===== src/video_loss_black_fill_monitor_macros.svh =====
// ----------------------------------------------------------------------------
// video loss monitor assertion macros
// shorthand for clocked implication checks with synchronous reset gating
// ----------------------------------------------------------------------------
`ifndef VIDEO_LOSS_BLACK_FILL_MONITOR_MACROS_SVH
`define VIDEO_LOSS_BLACK_FILL_MONITOR_MACROS_SVH

// same-cycle implication
`define VLBF_ASSERT_IMPL(label, clk, rst, ante, cons) \
   label: assert property (@(posedge clk) disable iff (rst) (ante) |-> (cons)) \
      else $error("vlbf same-cycle check failed");

// next-cycle implication
`define VLBF_ASSERT_NEXT(label, clk, rst, ante, cons) \
   label: assert property (@(posedge clk) disable iff (rst) (ante) |=> (cons)) \
      else $error("vlbf next-cycle check failed");

`endif


===== src/vlbf_pkg.sv =====
// ----------------------------------------------------------------------------
// vlbf_pkg
// shared types, codes and size tables for the video loss monitor
// ----------------------------------------------------------------------------
package vlbf_pkg;

   localparam int TIME_W = 48;
   localparam int DIM_W  = 12;
   localparam int LEN_W  = 25;
   localparam int ROT_W  = 16;
   localparam int MS_W   = 16;
   localparam int RES_W  = 3;

   localparam int REQ_DATA_W = 120;
   localparam int REQ_USER_W = 2;
   localparam int RSP_DATA_W = 48;
   localparam int RSP_USER_W = 4;
   localparam int CSR_IDX_W  = 2;
   localparam int CSR_DATA_W = 16;

   // commands
   localparam logic [1:0] CMD_TICK    = 2'd0;
   localparam logic [1:0] CMD_FRAME   = 2'd1;
   localparam logic [1:0] CMD_CAM_OFF = 2'd2;
   localparam logic [1:0] CMD_NONE    = 2'd3;

   // send actions
   localparam logic [1:0] ACT_NONE    = 2'd0;
   localparam logic [1:0] ACT_FORWARD = 2'd1;
   localparam logic [1:0] ACT_BLACK   = 2'd2;

   // report kinds
   localparam logic [1:0] KIND_NONE     = 2'd0;
   localparam logic [1:0] KIND_STATE    = 2'd1;
   localparam logic [1:0] KIND_MISMATCH = 2'd2;

   // stream states
   localparam logic [1:0] ST_SUBSCRIBED = 2'd0;
   localparam logic [1:0] ST_LIVE       = 2'd1;
   localparam logic [1:0] ST_BLACK      = 2'd2;

   // reasons
   localparam logic [1:0] RSN_COMMAND  = 2'd0;
   localparam logic [1:0] RSN_FRAMES   = 2'd1;
   localparam logic [1:0] RSN_CAM_OFF  = 2'd2;
   localparam logic [1:0] RSN_MISMATCH = 2'd3;

   // register indexes
   localparam logic [CSR_IDX_W-1:0] CSR_HOLDOFF  = 2'd0;
   localparam logic [CSR_IDX_W-1:0] CSR_INTERVAL = 2'd1;
   localparam logic [CSR_IDX_W-1:0] CSR_NOMINAL  = 2'd2;

   localparam logic [MS_W-1:0]  HOLDOFF_RST  = 16'd200;
   localparam logic [MS_W-1:0]  INTERVAL_RST = 16'd100;
   localparam logic [RES_W-1:0] NOMINAL_RST  = 3'd3;

   typedef struct packed {
      logic [MS_W-1:0]  holdoff_ms;
      logic [MS_W-1:0]  black_interval_ms;
      logic [RES_W-1:0] nominal_resolution;
   } cfg_type;

   // captured request with the frame check already done
   typedef struct packed {
      logic [1:0]        command;
      logic [TIME_W-1:0] now_ms;
      logic              frame_ok;
      logic [DIM_W-1:0]  frame_width;
      logic [DIM_W-1:0]  frame_height;
      logic [ROT_W-1:0]  frame_rotation;
      logic              limited_range_in;
   } item_type;

   typedef struct packed {
      logic [1:0]       send_action;
      logic [DIM_W-1:0] black_width;
      logic [DIM_W-1:0] black_height;
      logic [1:0]       report_kind;
      logic [1:0]       report_state;
      logic [1:0]       report_reason;
      logic             report_measured;
      logic [ROT_W-1:0] report_rotation;
      logic             report_limited;
   } result_type;

   function automatic logic [DIM_W-1:0] nominal_width(input logic [RES_W-1:0] sel);
      logic [DIM_W-1:0] w;
      unique case (sel)
         3'd0:    w = 12'd160;
         3'd1:    w = 12'd320;
         3'd2:    w = 12'd640;
         3'd4:    w = 12'd1920;
         default: w = 12'd1280;
      endcase
      return w;
   endfunction

   function automatic logic [DIM_W-1:0] nominal_height(input logic [RES_W-1:0] sel);
      logic [DIM_W-1:0] h;
      unique case (sel)
         3'd0:    h = 12'd90;
         3'd1:    h = 12'd180;
         3'd2:    h = 12'd360;
         3'd4:    h = 12'd1080;
         default: h = 12'd720;
      endcase
      return h;
   endfunction

endpackage


===== src/vlbf_in_stage.sv =====
// ----------------------------------------------------------------------------
// vlbf_in_stage
// input register; unpacks the request beat and checks the frame geometry
// ----------------------------------------------------------------------------
module vlbf_in_stage
   import vlbf_pkg::*;
(
   input  logic                  clock,
   input  logic                  reset,
   input  logic                  req_tvalid,
   output logic                  req_tready,
   input  logic [REQ_DATA_W-1:0] req_tdata,
   input  logic [REQ_USER_W-1:0] req_tuser,
   input  logic                  take,
   output logic                  item_valid,
   output item_type              item
);

   logic       valid_ff, valid_in;
   item_type   item_ff, item_in;
   logic       load;

   logic              buf_present;
   logic [DIM_W-1:0]  w, h;
   logic [LEN_W-1:0]  len;
   logic [2*DIM_W-1:0] area;
   logic [2*DIM_W+1:0] area_x3;

   assign buf_present = req_tdata[48];
   assign w           = req_tdata[60:49];
   assign h           = req_tdata[72:61];
   assign len         = req_tdata[97:73];

   // expected length is w*h*3/2
   assign area    = w * h;
   assign area_x3 = {2'b00, area} + {1'b0, area, 1'b0};

   assign req_tready = !valid_ff || take;
   assign load       = req_tvalid && req_tready;

   always_comb begin
      valid_in = valid_ff;
      if (load) begin
         valid_in = 1'b1;
      end else if (take) begin
         valid_in = 1'b0;
      end
   end

   always_comb begin
      item_in = item_ff;
      if (load) begin
         item_in.command          = req_tuser[1:0];
         item_in.now_ms           = req_tdata[47:0];
         item_in.frame_ok         = buf_present && (w != '0) && (h != '0)
                                    && (len == area_x3[LEN_W:1]);
         item_in.frame_width      = w;
         item_in.frame_height     = h;
         item_in.frame_rotation   = req_tdata[113:98];
         item_in.limited_range_in = req_tdata[114];
      end
   end

   always_ff @(posedge clock) begin
      if (reset) begin
         valid_ff <= 1'b0;
      end else begin
         valid_ff <= valid_in;
      end
   end

   always_ff @(posedge clock) begin
      item_ff <= item_in;
   end

   assign item_valid = valid_ff;
   assign item       = item_ff;

endmodule


===== src/vlbf_core.sv =====
// ----------------------------------------------------------------------------
// vlbf_core
// stream state registers and the per-item decision logic
// ----------------------------------------------------------------------------
`include "video_loss_black_fill_monitor_macros.svh"

module vlbf_core
   import vlbf_pkg::*;
(
   input  logic       clock,
   input  logic       reset,
   input  cfg_type    cfg,
   input  logic       step,
   input  item_type   item,
   output logic       res_valid,
   output result_type res
);

   logic [1:0]        state_ff, state_in;
   logic [1:0]        reason_ff, reason_in;
   logic              mm_done_ff, mm_done_in;
   logic              seen_ff, seen_in;
   logic [TIME_W-1:0] last_frame_ff, last_frame_in;
   logic [TIME_W-1:0] last_black_ff, last_black_in;
   logic [DIM_W-1:0]  last_w_ff, last_w_in;
   logic [DIM_W-1:0]  last_h_ff, last_h_in;
   logic              measured_ff, measured_in;
   logic [ROT_W-1:0]  rot_ff, rot_in;
   logic              lim_ff, lim_in;

   logic [TIME_W-1:0] since_frame, since_black;
   logic              quiet, spaced;

   // modulo 2^48 differences
   assign since_frame = item.now_ms - last_frame_ff;
   assign since_black = item.now_ms - last_black_ff;
   assign quiet  = !seen_ff || (since_frame >= {{(TIME_W-MS_W){1'b0}}, cfg.holdoff_ms});
   assign spaced = since_black >= {{(TIME_W-MS_W){1'b0}}, cfg.black_interval_ms};

   always_comb begin
      state_in      = state_ff;
      reason_in     = reason_ff;
      mm_done_in    = mm_done_ff;
      seen_in       = seen_ff;
      last_frame_in = last_frame_ff;
      last_black_in = last_black_ff;
      last_w_in     = last_w_ff;
      last_h_in     = last_h_ff;
      measured_in   = measured_ff;
      rot_in        = rot_ff;
      lim_in        = lim_ff;
      res           = '0;
      res_valid     = 1'b0;

      unique case (item.command)
         CMD_TICK: begin
            if (quiet && spaced) begin
               res_valid         = 1'b1;
               res.send_action   = ACT_BLACK;
               res.black_width   = (last_w_ff != '0) ? last_w_ff
                                   : nominal_width(cfg.nominal_resolution);
               res.black_height  = (last_h_ff != '0) ? last_h_ff
                                   : nominal_height(cfg.nominal_resolution);
               last_black_in     = item.now_ms;
               if (seen_ff && state_ff != ST_BLACK) begin
                  state_in          = ST_BLACK;
                  reason_in         = (reason_ff == RSN_MISMATCH) ? RSN_MISMATCH
                                                                  : RSN_CAM_OFF;
                  res.report_kind   = KIND_STATE;
                  res.report_state  = ST_BLACK;
                  res.report_reason = reason_in;
               end
            end
         end
         CMD_FRAME: begin
            if (!item.frame_ok) begin
               if (!mm_done_ff) begin
                  res_valid         = 1'b1;
                  mm_done_in        = 1'b1;
                  reason_in         = RSN_MISMATCH;
                  res.report_kind   = KIND_MISMATCH;
                  res.report_reason = RSN_MISMATCH;
               end
            end else begin
               res_valid     = 1'b1;
               res.send_action = ACT_FORWARD;
               last_frame_in = item.now_ms;
               seen_in       = 1'b1;
               last_w_in     = item.frame_width;
               last_h_in     = item.frame_height;
               if (!measured_ff || state_ff != ST_LIVE ||
                   rot_ff != item.frame_rotation || lim_ff != item.limited_range_in) begin
                  measured_in         = 1'b1;
                  rot_in              = item.frame_rotation;
                  lim_in              = item.limited_range_in;
                  state_in            = ST_LIVE;
                  reason_in           = RSN_FRAMES;
                  res.report_kind     = KIND_STATE;
                  res.report_state    = ST_LIVE;
                  res.report_reason   = RSN_FRAMES;
                  res.report_measured = 1'b1;
                  res.report_rotation = item.frame_rotation;
                  res.report_limited  = item.limited_range_in;
               end
            end
         end
         CMD_CAM_OFF: begin
            res_valid         = 1'b1;
            state_in          = ST_BLACK;
            reason_in         = RSN_CAM_OFF;
            res.report_kind   = KIND_STATE;
            res.report_state  = ST_BLACK;
            res.report_reason = RSN_CAM_OFF;
         end
         CMD_NONE: begin
            res_valid = 1'b0;
         end
         default: begin
            res_valid = 1'b0;
         end
      endcase
   end

   always_ff @(posedge clock) begin
      if (reset) begin
         state_ff      <= ST_SUBSCRIBED;
         reason_ff     <= RSN_COMMAND;
         mm_done_ff    <= 1'b0;
         seen_ff       <= 1'b0;
         last_frame_ff <= '0;
         last_black_ff <= '0;
         last_w_ff     <= '0;
         last_h_ff     <= '0;
         measured_ff   <= 1'b0;
         rot_ff        <= '0;
         lim_ff        <= 1'b1;
      end else if (step) begin
         state_ff      <= state_in;
         reason_ff     <= reason_in;
         mm_done_ff    <= mm_done_in;
         seen_ff       <= seen_in;
         last_frame_ff <= last_frame_in;
         last_black_ff <= last_black_in;
         last_w_ff     <= last_w_in;
         last_h_ff     <= last_h_in;
         measured_ff   <= measured_in;
         rot_ff        <= rot_in;
         lim_ff        <= lim_in;
      end
   end

   // a result always carries either a send or a report
   `VLBF_ASSERT_IMPL(a_res_not_empty, clock, reset, step && res_valid, (res.send_action != ACT_NONE) || (res.report_kind != KIND_NONE))
   // the mismatch error goes out only once after reset
   `VLBF_ASSERT_IMPL(a_mm_once, clock, reset, step && res_valid && (res.report_kind == KIND_MISMATCH), !mm_done_ff)
   // a black frame never has a zero size
   `VLBF_ASSERT_IMPL(a_black_size, clock, reset, res.send_action == ACT_BLACK, (res.black_width != '0) && (res.black_height != '0))
   // a forwarded frame leaves the stream live
   `VLBF_ASSERT_NEXT(a_fwd_live, clock, reset, step && res_valid && (res.send_action == ACT_FORWARD), (state_ff == ST_LIVE) && seen_ff)

endmodule


===== src/vlbf_out_stage.sv =====
// ----------------------------------------------------------------------------
// vlbf_out_stage
// result register driving the response stream
// ----------------------------------------------------------------------------
module vlbf_out_stage
   import vlbf_pkg::*;
(
   input  logic                  clock,
   input  logic                  reset,
   input  logic                  load,
   input  result_type            res,
   output logic                  free,
   output logic                  rsp_tvalid,
   input  logic                  rsp_tready,
   output logic [RSP_DATA_W-1:0] rsp_tdata,
   output logic [RSP_USER_W-1:0] rsp_tuser
);

   logic       valid_ff, valid_in;
   result_type res_ff, res_in;

   assign free = !valid_ff || rsp_tready;

   always_comb begin
      valid_in = valid_ff;
      res_in   = res_ff;
      if (load) begin
         valid_in = 1'b1;
         res_in   = res;
      end else if (rsp_tready) begin
         valid_in = 1'b0;
      end
   end

   always_ff @(posedge clock) begin
      if (reset) begin
         valid_ff <= 1'b0;
      end else begin
         valid_ff <= valid_in;
      end
   end

   always_ff @(posedge clock) begin
      res_ff <= res_in;
   end

   assign rsp_tvalid = valid_ff;
   assign rsp_tuser  = {res_ff.report_kind, res_ff.send_action};
   assign rsp_tdata  = {2'b00,
                        res_ff.report_limited,
                        res_ff.report_rotation,
                        res_ff.report_measured,
                        res_ff.report_reason,
                        res_ff.report_state,
                        res_ff.black_height,
                        res_ff.black_width};

endmodule


===== src/video_loss_black_fill_monitor.sv =====
// ----------------------------------------------------------------------------
// video_loss_black_fill_monitor
// per-stream video watchdog: checks frames, tracks live/black state and
// emits rate-limited black frames after a silence
// ----------------------------------------------------------------------------
//
//  channel  direction  handshake              carries
//  req_     in         req_tvalid/req_tready  tick, frame or camera-off beat
//  rsp_     out        rsp_tvalid/rsp_tready  send action plus state report
//  csr_     in         csr_we                 holdoff, black interval, nominal size
//
//  one beat per cycle sustained while rsp_ does not stall; each result goes
//  through the input register, then the result register, to rsp_
//  the width*height product is formed at capture; the decision and state
//  update are combinational between the input and result registers
//  reset is synchronous: stream state cleared, registers back to 200 ms,
//  100 ms and 720p
//  a stalled rsp_ holds its result while one more request waits in the
//  input register, so req_tready drops only when both are occupied
//  beats that produce no result (ticks inside the holdoff or black interval,
//  repeated bad frames, command 3) are consumed without a response beat
//
module video_loss_black_fill_monitor
   import vlbf_pkg::*;
(
   input  logic                  clock,
   input  logic                  reset,
   // request stream
   input  logic                  req_tvalid,
   output logic                  req_tready,
   // now_ms[47:0] buffer_present[48] frame_width[60:49] frame_height[72:61]
   // buffer_length[97:73] frame_rotation[113:98] limited_range_in[114] pad
   input  logic [REQ_DATA_W-1:0] req_tdata,
   // command[1:0]
   input  logic [REQ_USER_W-1:0] req_tuser,
   // response stream
   output logic                  rsp_tvalid,
   input  logic                  rsp_tready,
   // black_width[11:0] black_height[23:12] report_state[25:24]
   // report_reason[27:26] report_measured[28] report_rotation[44:29]
   // report_limited[45] pad
   output logic [RSP_DATA_W-1:0] rsp_tdata,
   // send_action[1:0] report_kind[3:2]
   output logic [RSP_USER_W-1:0] rsp_tuser,
   // register writes
   input  logic                  csr_we,
   input  logic [CSR_IDX_W-1:0]  csr_index,
   input  logic [CSR_DATA_W-1:0] csr_wdata
);

   cfg_type    cfg_ff, cfg_in;
   logic       item_valid;
   item_type   item;
   logic       out_free;
   logic       step;
   logic       res_valid;
   result_type res;

   // control registers; index 3 is ignored
   always_comb begin
      cfg_in = cfg_ff;
      if (csr_we) begin
         unique case (csr_index)
            CSR_HOLDOFF:  cfg_in.holdoff_ms         = csr_wdata;
            CSR_INTERVAL: cfg_in.black_interval_ms  = csr_wdata;
            CSR_NOMINAL:  cfg_in.nominal_resolution = csr_wdata[RES_W-1:0];
            default:      cfg_in = cfg_ff;
         endcase
      end
   end

   always_ff @(posedge clock) begin
      if (reset) begin
         cfg_ff.holdoff_ms         <= HOLDOFF_RST;
         cfg_ff.black_interval_ms  <= INTERVAL_RST;
         cfg_ff.nominal_resolution <= NOMINAL_RST;
      end else begin
         cfg_ff <= cfg_in;
      end
   end

   // the captured item is processed once the result register can take it
   assign step = item_valid && out_free;

   vlbf_in_stage u_in (
      .clock      (clock),
      .reset      (reset),
      .req_tvalid (req_tvalid),
      .req_tready (req_tready),
      .req_tdata  (req_tdata),
      .req_tuser  (req_tuser),
      .take       (step),
      .item_valid (item_valid),
      .item       (item)
   );

   vlbf_core u_core (
      .clock     (clock),
      .reset     (reset),
      .cfg       (cfg_ff),
      .step      (step),
      .item      (item),
      .res_valid (res_valid),
      .res       (res)
   );

   vlbf_out_stage u_out (
      .clock      (clock),
      .reset      (reset),
      .load       (step && res_valid),
      .res        (res),
      .free       (out_free),
      .rsp_tvalid (rsp_tvalid),
      .rsp_tready (rsp_tready),
      .rsp_tdata  (rsp_tdata),
      .rsp_tuser  (rsp_tuser)
   );

endmodule

===== config.mk =====
export PLATFORM = sky130hd
export DESIGN_NAME = video_loss_black_fill_monitor
export DESIGN_NICKNAME = d
export VERILOG_FILES = /design/src/vlbf_pkg.sv /design/src/vlbf_in_stage.sv /design/src/vlbf_core.sv /design/src/vlbf_out_stage.sv /design/src/video_loss_black_fill_monitor.sv
export VERILOG_INCLUDE_DIRS = /design/src /design/src/src
export SDC_FILE = /design/constraint.sdc
export NUM_CORES = 1
export LEC_CHECK = 0
export BUFFER_PORTS_ARGS = -buffer_cell sky130_fd_sc_hd__buf_2
export CORE_MARGIN = 3
export CORE_UTILIZATION = 31
export CTS_CLUSTER_DIAMETER = 80
export DETAILED_ROUTE_END_ITERATION = 8
export PLACE_DENSITY = 0.49
export SYNTH_ARGS = -nofsm -noshare
export SYNTH_HDL_FRONTEND = slang
export SYNTH_SLANG_ARGS = --single-unit

===== constraint.sdc =====
create_clock -name clock -period 10.7 [get_ports clock]
set_input_delay 0.535 -clock clock [delete_from_list [all_inputs] [get_ports clock]]
set_output_delay 0.535 -clock clock [all_outputs]
set_load 0.05 [all_outputs]

==> impl_results.md, run 1 <==
* 1st-iter DRT viols at 1084
* Total power per unit cell area at 279 mW/mm^2
* Unique cell type count in the Yosys netlist at 101
* Fmax at 119 MHz
* CP max stage cell: nor4_1
* Share of cells above drive strength 1 at 10.4%
* Number of global-route vias before repair at 20400
* Yosys reg bits at 323
* Core area at 0.0807 sq mm
* Grt total ovfl at 0
* Worst slack, placed at 1510 ps
* Max clock buf depth at 3
* Antenna Nets Post-Route at 0
* Slew Limit Headroom at 27.9%
* Critical path launch point type: primary input
* Drt via density at 4.99
* Syn-to-layout area delta at 11.8%
* Worst Max-Slew Pin Slew at 1080 ps
* Initial Util at 31.4%
* Routability Congestion at 0.891
* Final setup fails at 0
* Max_cap viols at 0
* Fill cells at 8497
* Port Buffers at 191
* HPWL after DPL at 58200 um
* Final net count at 3499
* Initial antenna violation count at 6
* Synth area leaders: edfxtp_1, dfxtp_1, ha_1
* Post-DP Area at 0.0271 sq mm
* Static Leak at 10.8 nW
* Syn Std Cell Area at 0.0253 sq mm
* Crit Path Max Fanout at 14
* Leading area contributor after synthesis: edfxtp_1
* Post-cts gate resize count at 0
* Root Buffer: clkbuf_16
* Crit path largest cell delay at 590 ps
* CTS Sinks at 323
* Unrepaired setup endpoints after global routing: false
* Post-synthesis sequential area ratio at 31.1%
* Critical path arrival at 8680 ps
* Kind of end point of the critical path: flip-flop
* Worst hold-check path type: in -> reg
* Worst path required time at 10970 ps
* Asr flop ratio synth at 0%
* Max-slew violations at 0
* # DRC at 0
* Final period util at 78.5%
* WL/cell at 18.0 um
* Die Wd at 292 um
* Synth warnings at 0
* Clk_lat worst skew at 560 ps
* Fin crit period at 8400 ps
* Gate Count Post-Synth at 2932
* First-pass GRT wire length at 116000 um
* Synth Area per Inst at 8.64 sq um
* Cell mode on critical path: inv_1
* Inserted Clock Buffers at 36
* Post-synth EDFFs at 142
* Die Y at 292 um
* Post-synth top area share at 16.8%
* Setup TNS at 0 ps
* TritonCTS clock tree: yes
* Clock-pin slew on the worst setup and hold paths at 60 ps
* Worst-case vdd ir drop at 1.06 mV
* H-tree levels at 2
* Final hold vios at 0
* Setup Buffers After CTS at 0
* Top_reg_cell synth: dfxtp_1
* Worst setup path category: in -> reg
* Layout Utilization at 35.1%
* Most frequent cells in the layout: nand2_1, a21oi_1, inv_1
* Outcome: finished clean
* Die area at 0.0852 sq mm
* Final Skew at 19.0 ps
* Gr usage total at 17.1%
* Drt total wl at 74300 um
* # rows at 104
* Largest net degree at the start of global routing at 141
* Io pins at 199
* Via count at 20600
* Post-route setup slack at 2300 ps
* Router iterations before antenna repair at 5
* Final non-filler cell area at 0.0283 sq mm
* Hold-fix buffers, CTS at 0
* Commonest non-fill, non-tap cell in the layout: nand2_1
-- cells by family (layout without fill, tap and decap cells) --
family          count (synthesis)  in the layout  synth area share, %
xor+xnor                      138            138                 4.77
compound gates                648            648                 16.4
flops                         323            323                 31.1
simple gates                 1051           1051                 20.1
fa+ha+maj                     319            319                 18.8
other cells                     1              5               0.0148
mux                            65             65                 2.60
buf+inv                       387            517                 6.15
-- synth_stat cells, types with 9 or more instances --
library cell and n:
edfxtp_1 142, buf_2 21, o21ai_0 85, fa_1 103, nor3_1 35, nor2_1 142
nor4_1 32, nand2_1 462, nand3_1 42, clkbuf_1 96, xnor2_1 86, xor2_1 52
inv_1 251, o21ai_1 9, and3_1 10, a21o_1 38, o21a_1 26, nor2b_1 23
dfxtp_1 181, and2_1 93, mux2i_1 58, nand4_1 44, a31oi_1 13, o21bai_1 14
or3_1 9, o31ai_1 12, ha_1 216, o211ai_1 18, a211o_1 13, a21oi_1 287
o2111ai_1 10, a211oi_1 13, nand2b_1 112
-- worst max-delay path: cells and delay by family --
| family | cells | cell delay, ps |
|---|---|---|
| compound gates | 10 | 1840 |
| xor+xnor | 1 | 210 |
| fa+ha+maj | 7 | 2840 |
| buf+inv | 6 | 590 |
| simple gates | 13 | 2630 |
-- path summary, 6_finish.rpt --
path | endpoint | slack (ps) | startpoint | cells after the start
setup / recovery | u_in.item[41] | 2300 | req_tdata[52] | 37
hold / removal | u_in.item[90] | 150 | req_tuser[0] | 1
hold reg to reg | u_core.last_frame_ff[4] | 450 | u_core.last_frame_ff[4] | 2
setup reg to reg | u_core.last_black_ff[44] | 3680 | u_in.item[42] | 24
-- metal layers --
layer / global-route usage, % / vias up / share of wire (%) / wire (um)
met5: 0 / - / 0.028 / 21
met4: 5.45 / 4 / 3.2 / 2370
met3: 2.93 / 114 / 5.1 / 3820
met2: 29.3 / 406 / 47 / 35300
met1: 22.0 / 9718 / 44 / 32800
li1: - / 10300 / - / -
-- through the flow --
stage	std cells	hold WS [ps]	total power, mW
CTS	4123	110	8.00
global placement	4057	443	6.69
finish	4126	149	7.90
floorplan	2933	436	5.68
global route	4123	123	8.67
detailed placement	4057	447	6.66
-- flip-flops by register name (all words and copies together) (netlist names), 2 cells and up --
signal and count:
u_core.state_ff 2, u_in.item 92, u_out.rsp_tuser 4, cfg_ff 35
u_core.rot_ff 16, u_out.rsp_tdata 46, u_core.last_frame_ff 48, u_core.last_h_ff 12
u_core.last_black_ff 48, u_core.last_w_ff 12, u_core.reason_ff 2
-- power by group --
| group | switching (mW) | leakage, nW | internal (mW) |
|---|---|---|---|
| Sequential | 0.0409 | 2.83 | 1.33 |
| Combinational | 2.85 | 7.39 | 2.40 |
| Clock | 0.537 | 0.592 | 0.748 |
-- area by class of cell --
cell class | count | area, sq um | share of cell area [%]
multi-input cells | 2223 | 15900 | 56.2
clock buffers | 48 | 1020 | 3.59
inverters | 251 | 942 | 3.33
diodes | 3 | 7.51 | 0.0265
well taps | 1060 | 1330 | 4.68
clock inverters | 18 | 195 | 0.689
flip-flops and latches | 323 | 7890 | 27.8
repair buffers | 200 | 1030 | 3.64
(Power assumes the default switching activity.)
==> inputs of run 2 (changes only) <==
--- a/config.mk
+++ b/config.mk
@@ -6,6 +6,7 @@
 export SDC_FILE = /design/constraint.sdc
 export NUM_CORES = 1
 export LEC_CHECK = 0
+export ABC_AREA = 1
 export BUFFER_PORTS_ARGS = -buffer_cell sky130_fd_sc_hd__buf_2
 export CORE_MARGIN = 3
 export CORE_UTILIZATION = 31
==> constraint.sdc (replaced) <==
create_clock -name clock -period 8 [get_ports clock]
set_input_delay 0.4 -clock clock [delete_from_list [all_inputs] [get_ports clock]]
set_output_delay 0.4 -clock clock [all_outputs]
set_load 0.05 [all_outputs]
==> impl_results.md, run 2 <==
* Outcome: finished clean
* Routability Congestion at 0.914
* Asr flop ratio synth at 0%
* Final Skew at 9.87 ps
* Clk_lat worst skew at 560 ps
* # DRC at 0
* Post-cts gate resize count at 0
* Leading area contributor after synthesis: edfxtp_1
* Syn-to-layout area delta at 14.3%
* Most common library cells after synthesis: nand2_1, inv_1, a21oi_1
* TritonCTS clock tree: yes
* Yosys reg bits at 323
* Worst hold stages at 1
* Share of cells above drive strength 1 at 9.30%
* Drt total wl at 79100 um
* Worst hold-check path type: in -> reg
* Storage cell area at 0.00789 sq mm
* Worst Max-Slew Pin Slew at 949 ps
* Crit path largest cell delay at 580 ps
* Inst Count DP at 4776
* Total power per unit cell area at 368 mW/mm^2
* R2r setup slk at 2600 ps
* Gr usage total at 18.2%
* Post-synth EDFFs at 142
* Number of global-route vias before repair at 23200
* Via count at 22900
* Most frequent cells in the layout: nand2_1, inv_1, a21oi_1
* Io pins at 199
* Worst-case vdd ir drop at 1.30 mV
* Final non-filler cell area at 0.0296 sq mm
* Reg2Reg Depth at 28
* Unrepaired setup endpoints after global routing: false
* Critical path arrival at 7250 ps
* Unique cell type count in the Yosys netlist at 49
* Post-synthesis sequential area ratio at 30.4%
* Clock-pin slew on the worst setup and hold paths at 60 ps
* Worst setup path category: in -> reg
* Die Y at 295 um
* 1st-iter DRT viols at 1098
* Port Buffers at 191
* Fill cells at 8803
* Critical path launch point type: primary input
* Core area at 0.0825 sq mm
* Post-Layout Cell Count at 4899
* Worst path required time at 8390 ps
* Initial antenna violation count at 5
* CTS Sinks at 323
* Max clock buf depth at 3
* Die area at 0.0871 sq mm
* Drt via density at 4.68
* Kind of end point of the critical path: flip-flop
* Post-synth top area share at 16.4%
* Max-slew violations at 0
* Worst slack, placed at 451 ps
* Initial Util at 31.4%
* WL/cell at 16.1 um
* R2r startpoint: u_in.item[42]
* Final setup fails at 0
* Most frequent cell after synthesis: nand2_1
* Largest net degree at the start of global routing at 79
* Final net count at 4261
* Commonest non-fill, non-tap cell in the layout: nand2_1
* Worst setup path endpoint: u_in.item[41]
* Root Buffer: clkbuf_16
* Post-DP Area at 0.0279 sq mm
* Final hold vios at 0
* CP max stage cell: fa_1
* Antenna Nets Post-Route at 0
* # rows at 105
* Fmax at 146 MHz
* Max_cap viols at 0
* CP startpoint: req_tdata[66]
* Post-route setup slack at 1140 ps
* Multi-input logic area at 0.0153 sq mm
* Cell mode on critical path: nand2_1
* Static Leak at 13.8 nW
* HPWL after DPL at 63000 um
* Max reg flops at 92
* First-pass GRT wire length at 126000 um
* Syn Std Cell Area at 0.0259 sq mm
* Die Wd at 295 um
* Synth warnings at 0
* Crit Path Max Fanout at 14
* Reg-to-reg endpoint: u_core.last_black_ff[0]
* Router iterations before antenna repair at 5
* Synth area leaders: edfxtp_1, dfxtp_1, nand2_1
* Gate Count Post-Synth at 3588
* Final period util at 85.7%
* H-tree levels at 2
* Inserted Clock Buffers at 38
* Grt total ovfl at 0
* Synth Area per Inst at 7.23 sq um
* Top_reg_cell synth: dfxtp_1
* Slew Limit Headroom at 35.1%
* Fin crit period at 6860 ps
* Setup TNS at 0 ps
[run 2: area by class of cell]
class / count / area share [%]
antenna: 2 / 0.0169
clock buffer: 50 / 3.46
clock inverter: 20 / 0.562
inverter: 631 / 8.02
multi-input combinational: 2547 / 51.5
sequential: 323 / 26.6
tap: 1070 / 4.52
timing repair buffer: 256 / 5.31
[run 2: metal layers]
| layer | vias to the layer above | wire, um | part of all wire, % | global-route usage [%] |
|---|---|---|---|---|
| met4 | 4 | 1850 | 2.3 | 4.71 |
| li1 | 11800 | - | - | - |
| met2 | 383 | 38900 | 49 | 32.8 |
| met5 | - | 21 | 0.027 | 0 |
| met3 | 99 | 2940 | 3.7 | 2.35 |
| met1 | 10600 | 35400 | 45 | 22.8 |
[run 2: worst max-delay path, delay by kind of cell]
family | cells | cell delay [ps]
AOI/OAI and AO/OA | 9 | 1860
adders and majority gates | 7 | 3280
buffers and inverters | 3 | 400
xor gates and xnor gates | 2 | 380
and+or+nand+nor | 10 | 920
[run 2: how the worst min path moves through the flow]
stage / startpoint / to
6_report: req_tdata[10] / u_in.item[52]
5_1_grt: req_tdata[29] / u_in.item[71]
4_1_cts: req_tdata[29] / u_in.item[71]
3_5_place_dp: u_core.last_frame_ff[9] / u_core.last_frame_ff[9]
3_3_place_gp: u_core.last_frame_ff[43] / u_core.last_frame_ff[43]
2_1_floorplan: u_core.last_frame_ff[10] / u_core.last_frame_ff[10]
[run 2: timing repair]
action	CTS	global route
endpoints found under the hold margin	51	0
setup buffers	0	0
endpoints found under the setup margin	0	0
hold buffers	51	0
[run 2: through the flow]
stage          utilization (%)  total power, mW  hold slack [ps]
2_1_floorplan                -             7.53              433
3_3_place_gp              33.8             9.23              446
3_5_place_dp              33.8             9.21              452
4_1_cts                   35.9             11.0            0.750
5_1_grt                   35.9             11.9             4.68
6_report                  35.9             10.9             31.9
[run 2: logic make-up (layout without fill, tap and decap cells)]
family	count (synthesis)	count (layout)	share of synthesized area, %
fa+ha+maj	319	319	18.4
buf+inv	719	957	10.8
other cells	1	4	0.0145
compound gates	565	565	11.8
xor+xnor	110	110	3.72
flops	323	323	30.4
simple gates	1551	1551	24.9
[run 2: power breakdown]
part / switching [mW] / total, mW / internal, mW / leakage (nW)
clock: 0.720 / 1.69 / 0.972 / 0.585
sequential: 0.0535 / 1.84 / 1.79 / 2.83
combinational: 4.47 / 7.35 / 2.88 / 10.4
